--- config.mk ---
export PLATFORM = sky130hd
export DESIGN_NAME = xmodem_crc_receiver_flat
export DESIGN_NICKNAME = d
export VERILOG_FILES = /design/src/xcr_pkg.sv /design/src/xcr_if.sv /design/src/xmodem_crc_receiver.sv /design/src/xcr_crc16.sv /design/src/xcr_in_stage.sv /design/src/xcr_core.sv /design/src/flat_wrapper.sv
export SDC_FILE = /design/constraint.sdc
export NUM_CORES = 1
export LEC_CHECK = 0
export ABC_CLOCK_PERIOD_IN_PS = 9600
export BUFFER_PORTS_ARGS = -buffer_cell sky130_fd_sc_hd__buf_2
export CORE_AREA = 8 8 101 149
export DETAILED_ROUTE_END_ITERATION = 10
export DIE_AREA = 0 0 109 157
export HOLD_SLACK_MARGIN = 0.12
export PLACE_DENSITY = 0.79
export SETUP_SLACK_MARGIN = 0.15
export SLEW_MARGIN = 20
export SYNTH_ARGS = -nofsm -noshare
export SYNTH_HDL_FRONTEND = slang
export SYNTH_SLANG_ARGS = --single-unit
--- constraint.sdc ---
create_clock -name clk -period 9.6 [get_ports clk]
set_clock_uncertainty 0.05 [all_clocks]
set_input_delay 1.44 -clock clk [delete_from_list [all_inputs] [get_ports clk]]
set_output_delay 1.44 -clock clk [all_outputs]
set_load 0.01 [all_outputs]
--- src/xcr_pkg.sv ---
// ----------------------------------------------------------------------------
// xcr_pkg
// Shared types and protocol constants for the XMODEM-CRC receiver.
// ----------------------------------------------------------------------------
package xcr_pkg;

  // block geometry
  localparam int BLOCK_BYTES = 128;
  localparam int CNT_W       = $clog2(BLOCK_BYTES);

  // item actions
  localparam logic [1:0] ACT_START  = 2'd0;
  localparam logic [1:0] ACT_BYTE   = 2'd1;
  localparam logic [1:0] ACT_TICK   = 2'd2;
  localparam logic [1:0] ACT_REJECT = 2'd3;

  // line bytes
  localparam logic [7:0] B_SOH = 8'h01;
  localparam logic [7:0] B_EOT = 8'h04;
  localparam logic [7:0] B_ACK = 8'h06;
  localparam logic [7:0] B_NAK = 8'h15;
  localparam logic [7:0] B_CAN = 8'h18;
  localparam logic [7:0] B_REQ = 8'h43;

  // error codes
  localparam logic [1:0] ERR_NONE     = 2'd0;
  localparam logic [1:0] ERR_CANCEL   = 2'd1;
  localparam logic [1:0] ERR_TIMEOUT  = 2'd2;
  localparam logic [1:0] ERR_REJECTED = 2'd3;

  // CRC-16/XMODEM
  localparam logic [15:0] CRC_POLY = 16'h1021;

  // silence timer
  localparam int          TIMER_W         = 20;
  localparam logic [19:0] TIMER_MAX       = 20'hFFFFF;
  localparam logic [19:0] DEFAULT_TIMEOUT = 20'd60000;

  typedef struct packed {
    logic [1:0] action;
    logic [7:0] rx_byte;
  } item_t;

  typedef struct packed {
    logic       reply_valid;
    logic [7:0] reply_byte;
    logic       data_valid;
    logic [7:0] data_byte;
    logic [6:0] data_index;
    logic       block_good;
    logic       block_bad;
    logic [7:0] block_number;
    logic       finished;
    logic [1:0] error_code;
  } result_t;

endpackage

--- src/xcr_if.sv ---
// ----------------------------------------------------------------------------
// xcr_item_if / xcr_result_if
// Valid/ready channels for received words and result words.
// ----------------------------------------------------------------------------
interface xcr_item_if;
  logic       valid;
  logic       ready;
  logic [1:0] action;
  logic [7:0] rx_byte;

  modport source (output valid, output action, output rx_byte, input ready);
  modport sink   (input valid, input action, input rx_byte, output ready);
endinterface

interface xcr_result_if;
  logic       valid;
  logic       ready;
  logic       reply_valid;
  logic [7:0] reply_byte;
  logic       data_valid;
  logic [7:0] data_byte;
  logic [6:0] data_index;
  logic       block_good;
  logic       block_bad;
  logic [7:0] block_number;
  logic       finished;
  logic [1:0] error_code;

  modport source (output valid, output reply_valid, output reply_byte,
                  output data_valid, output data_byte, output data_index,
                  output block_good, output block_bad, output block_number,
                  output finished, output error_code, input ready);
  modport sink   (input valid, input reply_valid, input reply_byte,
                  input data_valid, input data_byte, input data_index,
                  input block_good, input block_bad, input block_number,
                  input finished, input error_code, output ready);
endinterface

--- src/xmodem_crc_receiver.sv ---
// ----------------------------------------------------------------------------
// xmodem_crc_receiver
// Receive side of XMODEM-CRC: handshake replies, block checks, data stream.
// ----------------------------------------------------------------------------
// Every input word produces exactly one result word. The block takes one word
// per clock when the result side keeps up; an accepted word passes through the
// input register and then the result register. The one-cycle rate
// is set by the protocol state update, whose longest path is the byte-wide
// CRC-16 update feeding the running CRC register. A full result register does
// not stop intake until the input register is also occupied. No clearing pass
// is needed after reset. Configure timeout_limit (milliseconds, 0 = 60000)
// through cfg_we/cfg_data while the block is idle.
// ----------------------------------------------------------------------------
module xmodem_crc_receiver (
  input  logic         clk,
  input  logic         rst,
  input  logic         cfg_we,
  input  logic [19:0]  cfg_data,
  xcr_item_if.sink     item,
  xcr_result_if.source result
);
  import xcr_pkg::*;

  item_t   in_item;
  item_t   held_item;
  logic    held_valid;
  logic    take;
  result_t res;

  assign in_item.action  = item.action;
  assign in_item.rx_byte = item.rx_byte;

  // input register
  xcr_in_stage u_in (
    .clk        (clk),
    .rst        (rst),
    .in_valid   (item.valid),
    .in_ready   (item.ready),
    .in_item    (in_item),
    .held_valid (held_valid),
    .held_item  (held_item),
    .take       (take)
  );

  // protocol engine and result register
  xcr_core u_core (
    .clk        (clk),
    .rst        (rst),
    .cfg_we     (cfg_we),
    .cfg_data   (cfg_data),
    .held_valid (held_valid),
    .held_item  (held_item),
    .take       (take),
    .res_valid  (result.valid),
    .res_ready  (result.ready),
    .res        (res)
  );

  // unpack the result word onto the channel
  assign result.reply_valid  = res.reply_valid;
  assign result.reply_byte   = res.reply_byte;
  assign result.data_valid   = res.data_valid;
  assign result.data_byte    = res.data_byte;
  assign result.data_index   = res.data_index;
  assign result.block_good   = res.block_good;
  assign result.block_bad    = res.block_bad;
  assign result.block_number = res.block_number;
  assign result.finished     = res.finished;
  assign result.error_code   = res.error_code;

endmodule

--- src/xcr_crc16.sv ---
// ----------------------------------------------------------------------------
// xcr_crc16
// One-byte CRC-16 update, polynomial 0x1021, MSB first.
// ----------------------------------------------------------------------------
module xcr_crc16 (
  input  logic [15:0] crc,
  input  logic [7:0]  data,
  output logic [15:0] crc_next
);
  import xcr_pkg::*;

  always_comb begin
    logic [15:0] c;
    c = crc ^ {data, 8'h00};
    for (int k = 0; k < 8; k++) begin
      if (c[15]) begin
        c = {c[14:0], 1'b0} ^ CRC_POLY;
      end else begin
        c = {c[14:0], 1'b0};
      end
    end
    crc_next = c;
  end

endmodule

--- src/xcr_in_stage.sv ---
// ----------------------------------------------------------------------------
// xcr_in_stage
// Input register: captures one word and holds it until the core takes it.
// ----------------------------------------------------------------------------
module xcr_in_stage (
  input  logic           clk,
  input  logic           rst,
  input  logic           in_valid,
  output logic           in_ready,
  input  xcr_pkg::item_t in_item,
  output logic           held_valid,
  output xcr_pkg::item_t held_item,
  input  logic           take
);
  import xcr_pkg::*;

  // free when empty or when the held word leaves this cycle
  assign in_ready = !held_valid || take;

  always_ff @(posedge clk) begin
    if (rst) begin
      held_valid <= 1'b0;
    end else if (in_ready) begin
      held_valid <= in_valid;
    end
  end

  always_ff @(posedge clk) begin
    if (in_valid && in_ready) begin
      held_item <= in_item;
    end
  end

endmodule

--- src/xcr_core.sv ---
// ----------------------------------------------------------------------------
// xcr_core
// Protocol state, block checks, silence timer and the result register.
// ----------------------------------------------------------------------------
module xcr_core (
  input  logic             clk,
  input  logic             rst,
  input  logic             cfg_we,
  input  logic [19:0]      cfg_data,
  input  logic             held_valid,
  input  xcr_pkg::item_t   held_item,
  output logic             take,
  output logic             res_valid,
  input  logic             res_ready,
  output xcr_pkg::result_t res
);
  import xcr_pkg::*;

  localparam logic [3:0] ST_IDLE   = 4'd0;
  localparam logic [3:0] ST_WAIT   = 4'd1;
  localparam logic [3:0] ST_NUM    = 4'd2;
  localparam logic [3:0] ST_CMP    = 4'd3;
  localparam logic [3:0] ST_DATA   = 4'd4;
  localparam logic [3:0] ST_CRCH   = 4'd5;
  localparam logic [3:0] ST_CRCL   = 4'd6;
  localparam logic [3:0] ST_DONE   = 4'd7;
  localparam logic [3:0] ST_FAILED = 4'd8;

  logic [TIMER_W-1:0] timeout_limit;
  logic [3:0]         phase, phase_next;
  logic [7:0]         expected_block, expected_block_next;
  logic [7:0]         header_number, header_number_next;
  logic [7:0]         header_complement, header_complement_next;
  logic [CNT_W-1:0]   byte_count, byte_count_next;
  logic [15:0]        crc_running, crc_running_next;
  logic [7:0]         crc_high_received, crc_high_received_next;
  logic [TIMER_W-1:0] silence_timer, silence_timer_next;
  result_t            res_next;

  logic [15:0]        crc_step;
  logic [TIMER_W-1:0] limit;
  logic [TIMER_W-1:0] timer_inc;
  logic               running;
  logic               num_ok;

  xcr_crc16 u_crc (
    .crc      (crc_running),
    .data     (held_item.rx_byte),
    .crc_next (crc_step)
  );

  // word moves into the result register when that register is free
  assign take = held_valid && (!res_valid || res_ready);

  assign running   = (phase >= ST_WAIT) && (phase <= ST_CRCL);
  assign limit     = (timeout_limit == '0) ? DEFAULT_TIMEOUT : timeout_limit;
  assign timer_inc = (silence_timer < TIMER_MAX) ? silence_timer + 1'b1 : silence_timer;
  assign num_ok    = (header_number == expected_block) &&
                     (header_complement == ~expected_block);

  always_comb begin
    phase_next             = phase;
    expected_block_next    = expected_block;
    header_number_next     = header_number;
    header_complement_next = header_complement;
    byte_count_next        = byte_count;
    crc_running_next       = crc_running;
    crc_high_received_next = crc_high_received;
    silence_timer_next     = silence_timer;
    res_next               = '0;

    if (held_item.action == ACT_START) begin
      expected_block_next  = 8'd1;
      silence_timer_next   = '0;
      phase_next           = ST_WAIT;
      res_next.reply_valid = 1'b1;
      res_next.reply_byte  = B_REQ;
    end else if (!running) begin
      // idle, done or failed: nothing happens
    end else if (held_item.action == ACT_REJECT) begin
      phase_next           = ST_FAILED;
      res_next.reply_valid = 1'b1;
      res_next.reply_byte  = B_CAN;
      res_next.error_code  = ERR_REJECTED;
    end else if (held_item.action == ACT_TICK) begin
      silence_timer_next = timer_inc;
      if (timer_inc >= limit) begin
        phase_next          = ST_FAILED;
        res_next.error_code = ERR_TIMEOUT;
      end
    end else begin
      silence_timer_next = '0;
      unique case (phase)
        ST_WAIT: begin
          if (held_item.rx_byte == B_EOT) begin
            phase_next           = ST_DONE;
            res_next.reply_valid = 1'b1;
            res_next.reply_byte  = B_ACK;
            res_next.finished    = 1'b1;
          end else if (held_item.rx_byte == B_CAN) begin
            phase_next          = ST_FAILED;
            res_next.error_code = ERR_CANCEL;
          end else if (held_item.rx_byte == B_SOH) begin
            phase_next = ST_NUM;
          end
        end
        ST_NUM: begin
          header_number_next = held_item.rx_byte;
          phase_next         = ST_CMP;
        end
        ST_CMP: begin
          header_complement_next = held_item.rx_byte;
          byte_count_next        = '0;
          crc_running_next       = '0;
          phase_next             = ST_DATA;
        end
        ST_DATA: begin
          crc_running_next    = crc_step;
          res_next.data_valid = 1'b1;
          res_next.data_byte  = held_item.rx_byte;
          res_next.data_index = byte_count[6:0];
          if (byte_count == CNT_W'(BLOCK_BYTES - 1)) begin
            byte_count_next = '0;
            phase_next      = ST_CRCH;
          end else begin
            byte_count_next = byte_count + 1'b1;
          end
        end
        ST_CRCH: begin
          crc_high_received_next = held_item.rx_byte;
          phase_next             = ST_CRCL;
        end
        default: begin
          res_next.reply_valid = 1'b1;
          if (num_ok && ({crc_high_received, held_item.rx_byte} == crc_running)) begin
            res_next.reply_byte   = B_ACK;
            res_next.block_good   = 1'b1;
            res_next.block_number = header_number;
            expected_block_next   = expected_block + 8'd1;
          end else begin
            res_next.reply_byte = B_NAK;
            res_next.block_bad  = 1'b1;
          end
          phase_next = ST_WAIT;
        end
      endcase
    end
  end

  always_ff @(posedge clk) begin
    if (rst) begin
      timeout_limit <= '0;
    end else if (cfg_we) begin
      timeout_limit <= cfg_data;
    end
  end

  always_ff @(posedge clk) begin
    if (rst) begin
      phase             <= ST_IDLE;
      expected_block    <= 8'd1;
      header_number     <= '0;
      header_complement <= '0;
      byte_count        <= '0;
      crc_running       <= '0;
      crc_high_received <= '0;
      silence_timer     <= '0;
    end else if (take) begin
      phase             <= phase_next;
      expected_block    <= expected_block_next;
      header_number     <= header_number_next;
      header_complement <= header_complement_next;
      byte_count        <= byte_count_next;
      crc_running       <= crc_running_next;
      crc_high_received <= crc_high_received_next;
      silence_timer     <= silence_timer_next;
    end
  end

  always_ff @(posedge clk) begin
    if (rst) begin
      res_valid <= 1'b0;
    end else if (take) begin
      res_valid <= 1'b1;
    end else if (res_ready) begin
      res_valid <= 1'b0;
    end
  end

  always_ff @(posedge clk) begin
    if (take) begin
      res <= res_next;
    end
  end

endmodule

--- src/flat_wrapper.sv ---
// flat-port wrapper written by rule: the top's interface ports become plain ports
module xmodem_crc_receiver_flat import xcr_pkg::*;
  (clk, rst, cfg_we, cfg_data, item_valid, item_action, item_rx_byte, item_ready, result_valid, result_reply_valid, result_reply_byte, result_data_valid, result_data_byte, result_data_index, result_block_good, result_block_bad, result_block_number, result_finished, result_error_code, result_ready);
  xcr_item_if item_i ();
  xcr_result_if result_i ();
  input  logic clk;
  input  logic rst;
  input  logic cfg_we;
  input  logic [19:0] cfg_data;
  input wire logic [$bits(item_i.valid)-1:0] item_valid;
  input wire logic [$bits(item_i.action)-1:0] item_action;
  input wire logic [$bits(item_i.rx_byte)-1:0] item_rx_byte;
  output wire logic [$bits(item_i.ready)-1:0] item_ready;
  output wire logic [$bits(result_i.valid)-1:0] result_valid;
  output wire logic [$bits(result_i.reply_valid)-1:0] result_reply_valid;
  output wire logic [$bits(result_i.reply_byte)-1:0] result_reply_byte;
  output wire logic [$bits(result_i.data_valid)-1:0] result_data_valid;
  output wire logic [$bits(result_i.data_byte)-1:0] result_data_byte;
  output wire logic [$bits(result_i.data_index)-1:0] result_data_index;
  output wire logic [$bits(result_i.block_good)-1:0] result_block_good;
  output wire logic [$bits(result_i.block_bad)-1:0] result_block_bad;
  output wire logic [$bits(result_i.block_number)-1:0] result_block_number;
  output wire logic [$bits(result_i.finished)-1:0] result_finished;
  output wire logic [$bits(result_i.error_code)-1:0] result_error_code;
  input wire logic [$bits(result_i.ready)-1:0] result_ready;
  assign item_i.valid = item_valid;
  assign item_i.action = item_action;
  assign item_i.rx_byte = item_rx_byte;
  assign item_ready = item_i.ready;
  assign result_valid = result_i.valid;
  assign result_reply_valid = result_i.reply_valid;
  assign result_reply_byte = result_i.reply_byte;
  assign result_data_valid = result_i.data_valid;
  assign result_data_byte = result_i.data_byte;
  assign result_data_index = result_i.data_index;
  assign result_block_good = result_i.block_good;
  assign result_block_bad = result_i.block_bad;
  assign result_block_number = result_i.block_number;
  assign result_finished = result_i.finished;
  assign result_error_code = result_i.error_code;
  assign result_i.ready = result_ready;
  xmodem_crc_receiver u_core (.clk(clk), .rst(rst), .cfg_we(cfg_we), .cfg_data(cfg_data), .item(item_i), .result(result_i));
endmodule
Word level (Yosys, flattened, before mapping)
Index checks and enable logic that the tools add are counted.

Flip-flop bits (word level): 149. Input port bits: 35. Output and inout bits: 40. Word-level logic and storage cells: 153.

Add/subtract/negate cells: 3. Magnitude comparators: 4. Equality and inequality tests: 20. Multiplexer cells: 54. Bitwise operators: 17. Reductions and logical operators: 30.

Operator list (count): 20-bit 2-to-1 mux (6); 13-bit 2-to-1 mux (8); 8-bit 2-to-1 mux (7); 38-bit 2-to-1 mux (1); 36-bit 2-to-1 mux (1); 4-bit 2-to-1 mux (9); 16-bit case mux with 2 select lines (1); 6-bit AND reduction (5); 27-bit 2-to-1 mux (1); 3-bit inverter (8); 20-bit by 1-bit adder with 20-bit output, second input constant (1); 20-bit greater-or-equal comparator (1); 20-bit zero test (1); 20-bit < comparator, second input constant (1); 4-bit case mux with 5 select lines (1); 9-bit 2-to-1 mux (2); 9-bit case mux with 2 select lines (1); 16-bit == test (1); 8-bit == test (2); 16-bit 2-to-1 mux (1); 16-bit XOR (1); 5-bit OR reduction (3); 7-bit case mux with 2 select lines (1); 10-bit 2-to-1 mux (1); other kinds (35) (63).

Longest topological paths before layout
Depth in word-level cells: 18. Depth in mapped cells: 14.

By module
Synthesis repeated with hierarchy kept, for this count alone.

Cells, all modules: 795. Area total of the unflattened synthesis: 7902.6 µm².

By module, submodules not included: xcr_core (times used 1, cells each 755, area each 7151.9 µm², sequential area each 3083.0 µm²); xcr_crc16 (times used 1, cells each 25, area each 395.4 µm², sequential area each 0.0 µm²); xcr_in_stage (times used 1, cells each 15, area each 355.3 µm², sequential area each 320.3 µm²).

Worst setup path before layout
No wires, ideal clock.

Path type: input port to flip-flop. From: input result_ready. To: register u_core.u_core.phase[2]. Setup time: 0.121 ns. Arrival time: 3.570 ns. Setup slack: 5.859 ns. Stages on the path: 9. Buffers on the path: 1. Cells stage by stage: nor2b_1 > nand2b_1 > clkbuf_1 > inv_1 > o21ai_0 > a31oi_1 > o21a_1 > nand2_1 > mux2_2.

Longest elaborated chain between the ends: 3.

RTL lines: start: declaration (line flat_wrapper.sv:25) `input wire logic [$bits(result_i.ready)-1:0] result_ready;`; 1-bit logical OR (line xcr_core.sv:53) `assign take = held_valid && (!res_valid || res_ready);`; 1-bit logical AND (line xcr_core.sv:53); named net u_core.take (line xmodem_crc_receiver.sv:27) `logic take;`; 5-bit AND reduction (no line); end signal: assignment (line xcr_core.sv:169) `phase <= phase_next;`; end: declaration (line xcr_core.sv:30) `logic [3:0] phase, phase_next;`.

The timed path passes the listed nets, and every way through them passes these cells. A chain may end at the register's enable or synchronous reset.

Final worst setup path
From: register u_core.u_core.silence_timer[11]. To: register u_core.u_core.phase[2].

Longest elaborated chain between the ends: 5. Elaborated cells on any way between the ends: 6. Those cells by class: add/sub: 1; order compare: 2; eq/ne: 1; mux: 1; reduce/logical: 1.

RTL lines: start: declaration (line xcr_core.sv:37) `logic [TIMER_W-1:0] silence_timer, silence_timer_next;`; start signal: assignment (line xcr_core.sv:176) `silence_timer <= silence_timer_next;`; 20-bit by 1-bit adder with 20-bit output or 20-bit < comparator (tied branches) (line xcr_core.sv:57) `assign timer_inc = (silence_timer < TIMER_MAX) ? silence_timer + 1'b1 : silence_timer;`; 20-bit 2-to-1 mux * (line xcr_core.sv:57); 20-bit greater-or-equal comparator * (line xcr_core.sv:87) `if (timer_inc >= limit) begin`; 4-bit by 3-bit inequality test with 1-bit output (no line) *; 5-bit AND reduction (no line) *.

Every way passes the cells marked *; elsewhere a longest branch is shown, timed or not.

==> impl_metrics.tcl <==
set metrics [dict create \
    root_buffer "clkbuf_16" \
    maxCapViolations 0 \
    max_stage_delay_ns 0.54 \
    path_cells "and4_1 -> nand4_1 -> o41a_1 -> and4_1 -> xor2_1 -> ha_1 -> a21oi_1 -> o21ai_1 -> a2111oi_0 -> o41a_1 -> o2111ai_1 -> nand2_1 -> mux2_2" \
    power_density_nw_per_um2 164 \
    die_y_um 157 \
    start_kind "flop" \
    cts_tree "done" \
    drc 0 \
    yosys_warnings 0 \
    crit_buf_inv 0 \
    clk_latency_ns 0.44 \
    first_pass_iters 4 \
    grt_pass1_wl_mm 29.1 \
    synth_edf_count 46 \
    synthFlopType "dfxtp_1" \
    fillers 997 \
    tightest_slew_ns 0.856 \
    gp_congestion 0.906 \
    nNetsFinal 892 \
    cpLargestDelayFamily "compound AO/OA/AOI/OAI gates" \
    max_freq_mhz 240 \
    critPathArrivalTime_ns 4.44 \
    clkTransAtPathRegs_ns 0.06 \
    port_buffers 72 \
    worst_setup_path_end_kind "flop" \
    vias 5948 \
    ys_seq_elements 147 \
    cp_slowest_cell "o41a_1" \
    rows 51 \
    power.total_mw 1.39 \
    first_iter_violations 348 \
    viasPerCell 5.93 \
    core_um2 12800 \
    synthDistinctLibCells 66 \
    hold_buffers 0 \
    antenna_found_initial 0 \
    grtUsageTotal_pct 21.7 \
    synthCells 776 \
    die_w_um 109 \
    hold_viol_final 0 \
    cts_setup_buffers 0 \
    rsz0062_at_grt "false" \
    dp_hpwl_mm 12.9 \
    final_cell_area_um2 8470 \
    htreeDepth 4 \
    hp-class "reg -> reg" \
    initial_core_util_pct 58.6 \
    clockBufferDepth 2 \
    insertedDiodeCount 0 \
    crit_path_max_fanout 7 \
    grt_max_degree 83 \
    period_share_pct 43.4 \
    yosysSeqAreaShare_pct 45.3 \
    grt.overflow.total 0 \
    io_pins 75 \
    ys_async_sr_fraction_pct 0 \
    placed_cell_area_um2 7900 \
    cts_sinks 147 \
    slew_headroom_pct 43.0 \
    path_class "reg -> reg" \
    status "finished, final reports clean" \
    cts_buffers 17 \
    drtAntennaViolNets 0 \
    area_delta_synth_final_pct 12.6 \
    drive_above_1_share_pct 15.0 \
    setup_viol 0 \
    netlist_area_um2 7520 \
    required_ns 9.87 \
    leakage_nw 3.55 \
    wl_mm 17.7 \
    setup_tns_ns 0 \
    wire_per_inst_um 17.6 \
    fin_crit_ns 4.16 \
    peakVddDrop_mv 0.147 \
    maxSlewViolCount 0 \
    cts_resized 0 \
    dieArea_um2 17100 \
    grt_pass1_vias 6097 \
    syn_avg_cell_area_um2 9.69 \
]
==> registers in the layout, summed over array words and instances, names as in the netlist <==
name                             cells
u_core.u_core.res                   36
u_core.u_core.silence_timer         20
u_core.u_core.timeout_limit         20
u_core.u_core.crc_running           16
u_core.u_in.held_item               10
u_core.u_core.crc_high_received      8
u_core.u_core.expected_block         8
u_core.u_core.header_complement      8
u_core.u_core.header_number          8
u_core.u_core.byte_count             7
u_core.u_core.phase                  4
u_core.u_core.res_valid              1
u_core.u_in.held_valid               1
==> layout by cell type (no fill, tap or decap), drive strengths merged, types with 18 or more instances in the layout <==
| cell type | Yosys | final |
|---|---|---|
| xor2 | 31 | 31 |
| nor2 | 120 | 120 |
| nor3 | 18 | 18 |
| mux2i | 47 | 47 |
| ha | 26 | 26 |
| buf | 15 | 75 |
| dfxtp | 101 | 101 |
| xnor2 | 48 | 48 |
| and2 | 27 | 27 |
| inv | 23 | 32 |
| edfxtp | 46 | 46 |
| o21ai | 30 | 30 |
| nand2 | 41 | 41 |
| a21oi | 25 | 25 |
==> worst min-delay path, stage by stage (launching register included) <==
cell,delay [ns]
dfxtp_1,0.34
nand2_1,0.07
a21oi_1,0.05
==> synth_stat cells, drive strengths merged (3+ instances only) <==
library cell / instances / area share [%]
a22oi: 17 / 1.7
xor2: 31 / 3.6
ha: 26 / 4.3
o21ai: 30 / 2.0
nand3: 16 / 1.1
inv: 23 / 1.1
a21oi: 25 / 1.7
nand2b: 8 / 0.67
a21o: 7 / 0.70
edfxtp: 46 / 18
nor3b: 3 / 0.30
nor4: 12 / 1.5
and3: 10 / 0.90
nand4: 17 / 1.4
clkbuf: 25 / 1.4
and2: 27 / 2.2
mux2i: 47 / 6.3
and4: 7 / 0.82
nand2: 41 / 2.2
nor3: 18 / 1.3
o31ai: 10 / 1.0
nor2b: 4 / 0.33
buf: 15 / 1.4
xnor2: 48 / 5.6
a31oi: 3 / 0.25
nor2: 120 / 6.2
and2b: 4 / 0.40
dfxtp: 101 / 27
==> final cells by class <==
class | instances | area (um2) | area share [%]
flip-flops and latches | 147 | 3400 | 40.2
multi-input cells | 567 | 3830 | 45.2
clock inverters | 15 | 143 | 1.68
well taps | 159 | 199 | 2.35
clock buffers | 17 | 425 | 5.02
repair buffers | 75 | 383 | 4.52
inverters | 23 | 86.3 | 1.02
==> cells by family after synthesis <==
logic type / after synthesis / synth area share [%]
and+or+nand+nor: 297 / 20.4
DFF: 147 / 45.3
AOI/OAI and AO/OA: 114 / 10.3
xor gates and xnor gates: 79 / 9.20
buffers and inverters: 63 / 3.91
muxes: 49 / 6.55
adders and majority gates: 26 / 4.33
other: 1 / 0.0499
==> through the flow <==
step	hold slack [ns]	setup WS (ns)	utilization (%)	std cells
floorplan	0.400	5.86	-	777
global placement	0.426	5.74	61.6	971
detailed placement	0.450	5.55	61.6	971
CTS	0.460	5.46	66.0	1003
global route	0.485	5.16	66.0	1003
finish	0.459	5.44	66.0	1003
==> power breakdown <==
part           total [mW]  switching (mW)  internal (mW)  leakage [nW]
sequential          0.671          0.0155          0.656          1.25
clock               0.630           0.287          0.343         0.276
combinational      0.0904          0.0551         0.0352          2.02
total                1.39           0.358           1.03          3.55
==> routing by layer <==
layer  vias up  part of all wire [%]  global-route usage (%)
met5         -                     0                       0
met4         0                   5.7                    16.2
met3        77                   5.3                    5.03
met2       204                    52                    38.0
met1      2829                    37                    21.6
li1       2838                     -                       -
==> path summary, 6_finish.rpt <==
path | cells after the start | endpoint | slack [ns] | startpoint
worst max-delay path | 13 | u_core.u_core.phase[2]$_SDFFE_PP0P_ | 5.44 | u_core.u_core.silence_timer[11]$_SDFFE_PP0P_
worst max register to register | 13 | u_core.u_core.phase[2]$_SDFFE_PP0P_ | 5.44 | u_core.u_core.silence_timer[11]$_SDFFE_PP0P_
worst min register to register | 2 | u_core.u_core.crc_running[10]$_SDFFE_PP0P_ | 0.46 | u_core.u_core.crc_running[10]$_SDFFE_PP0P_
worst min-delay path | 2 | u_core.u_core.crc_running[10]$_SDFFE_PP0P_ | 0.46 | u_core.u_core.crc_running[10]$_SDFFE_PP0P_
Note: power is estimated with default switching activity, not from simulation.
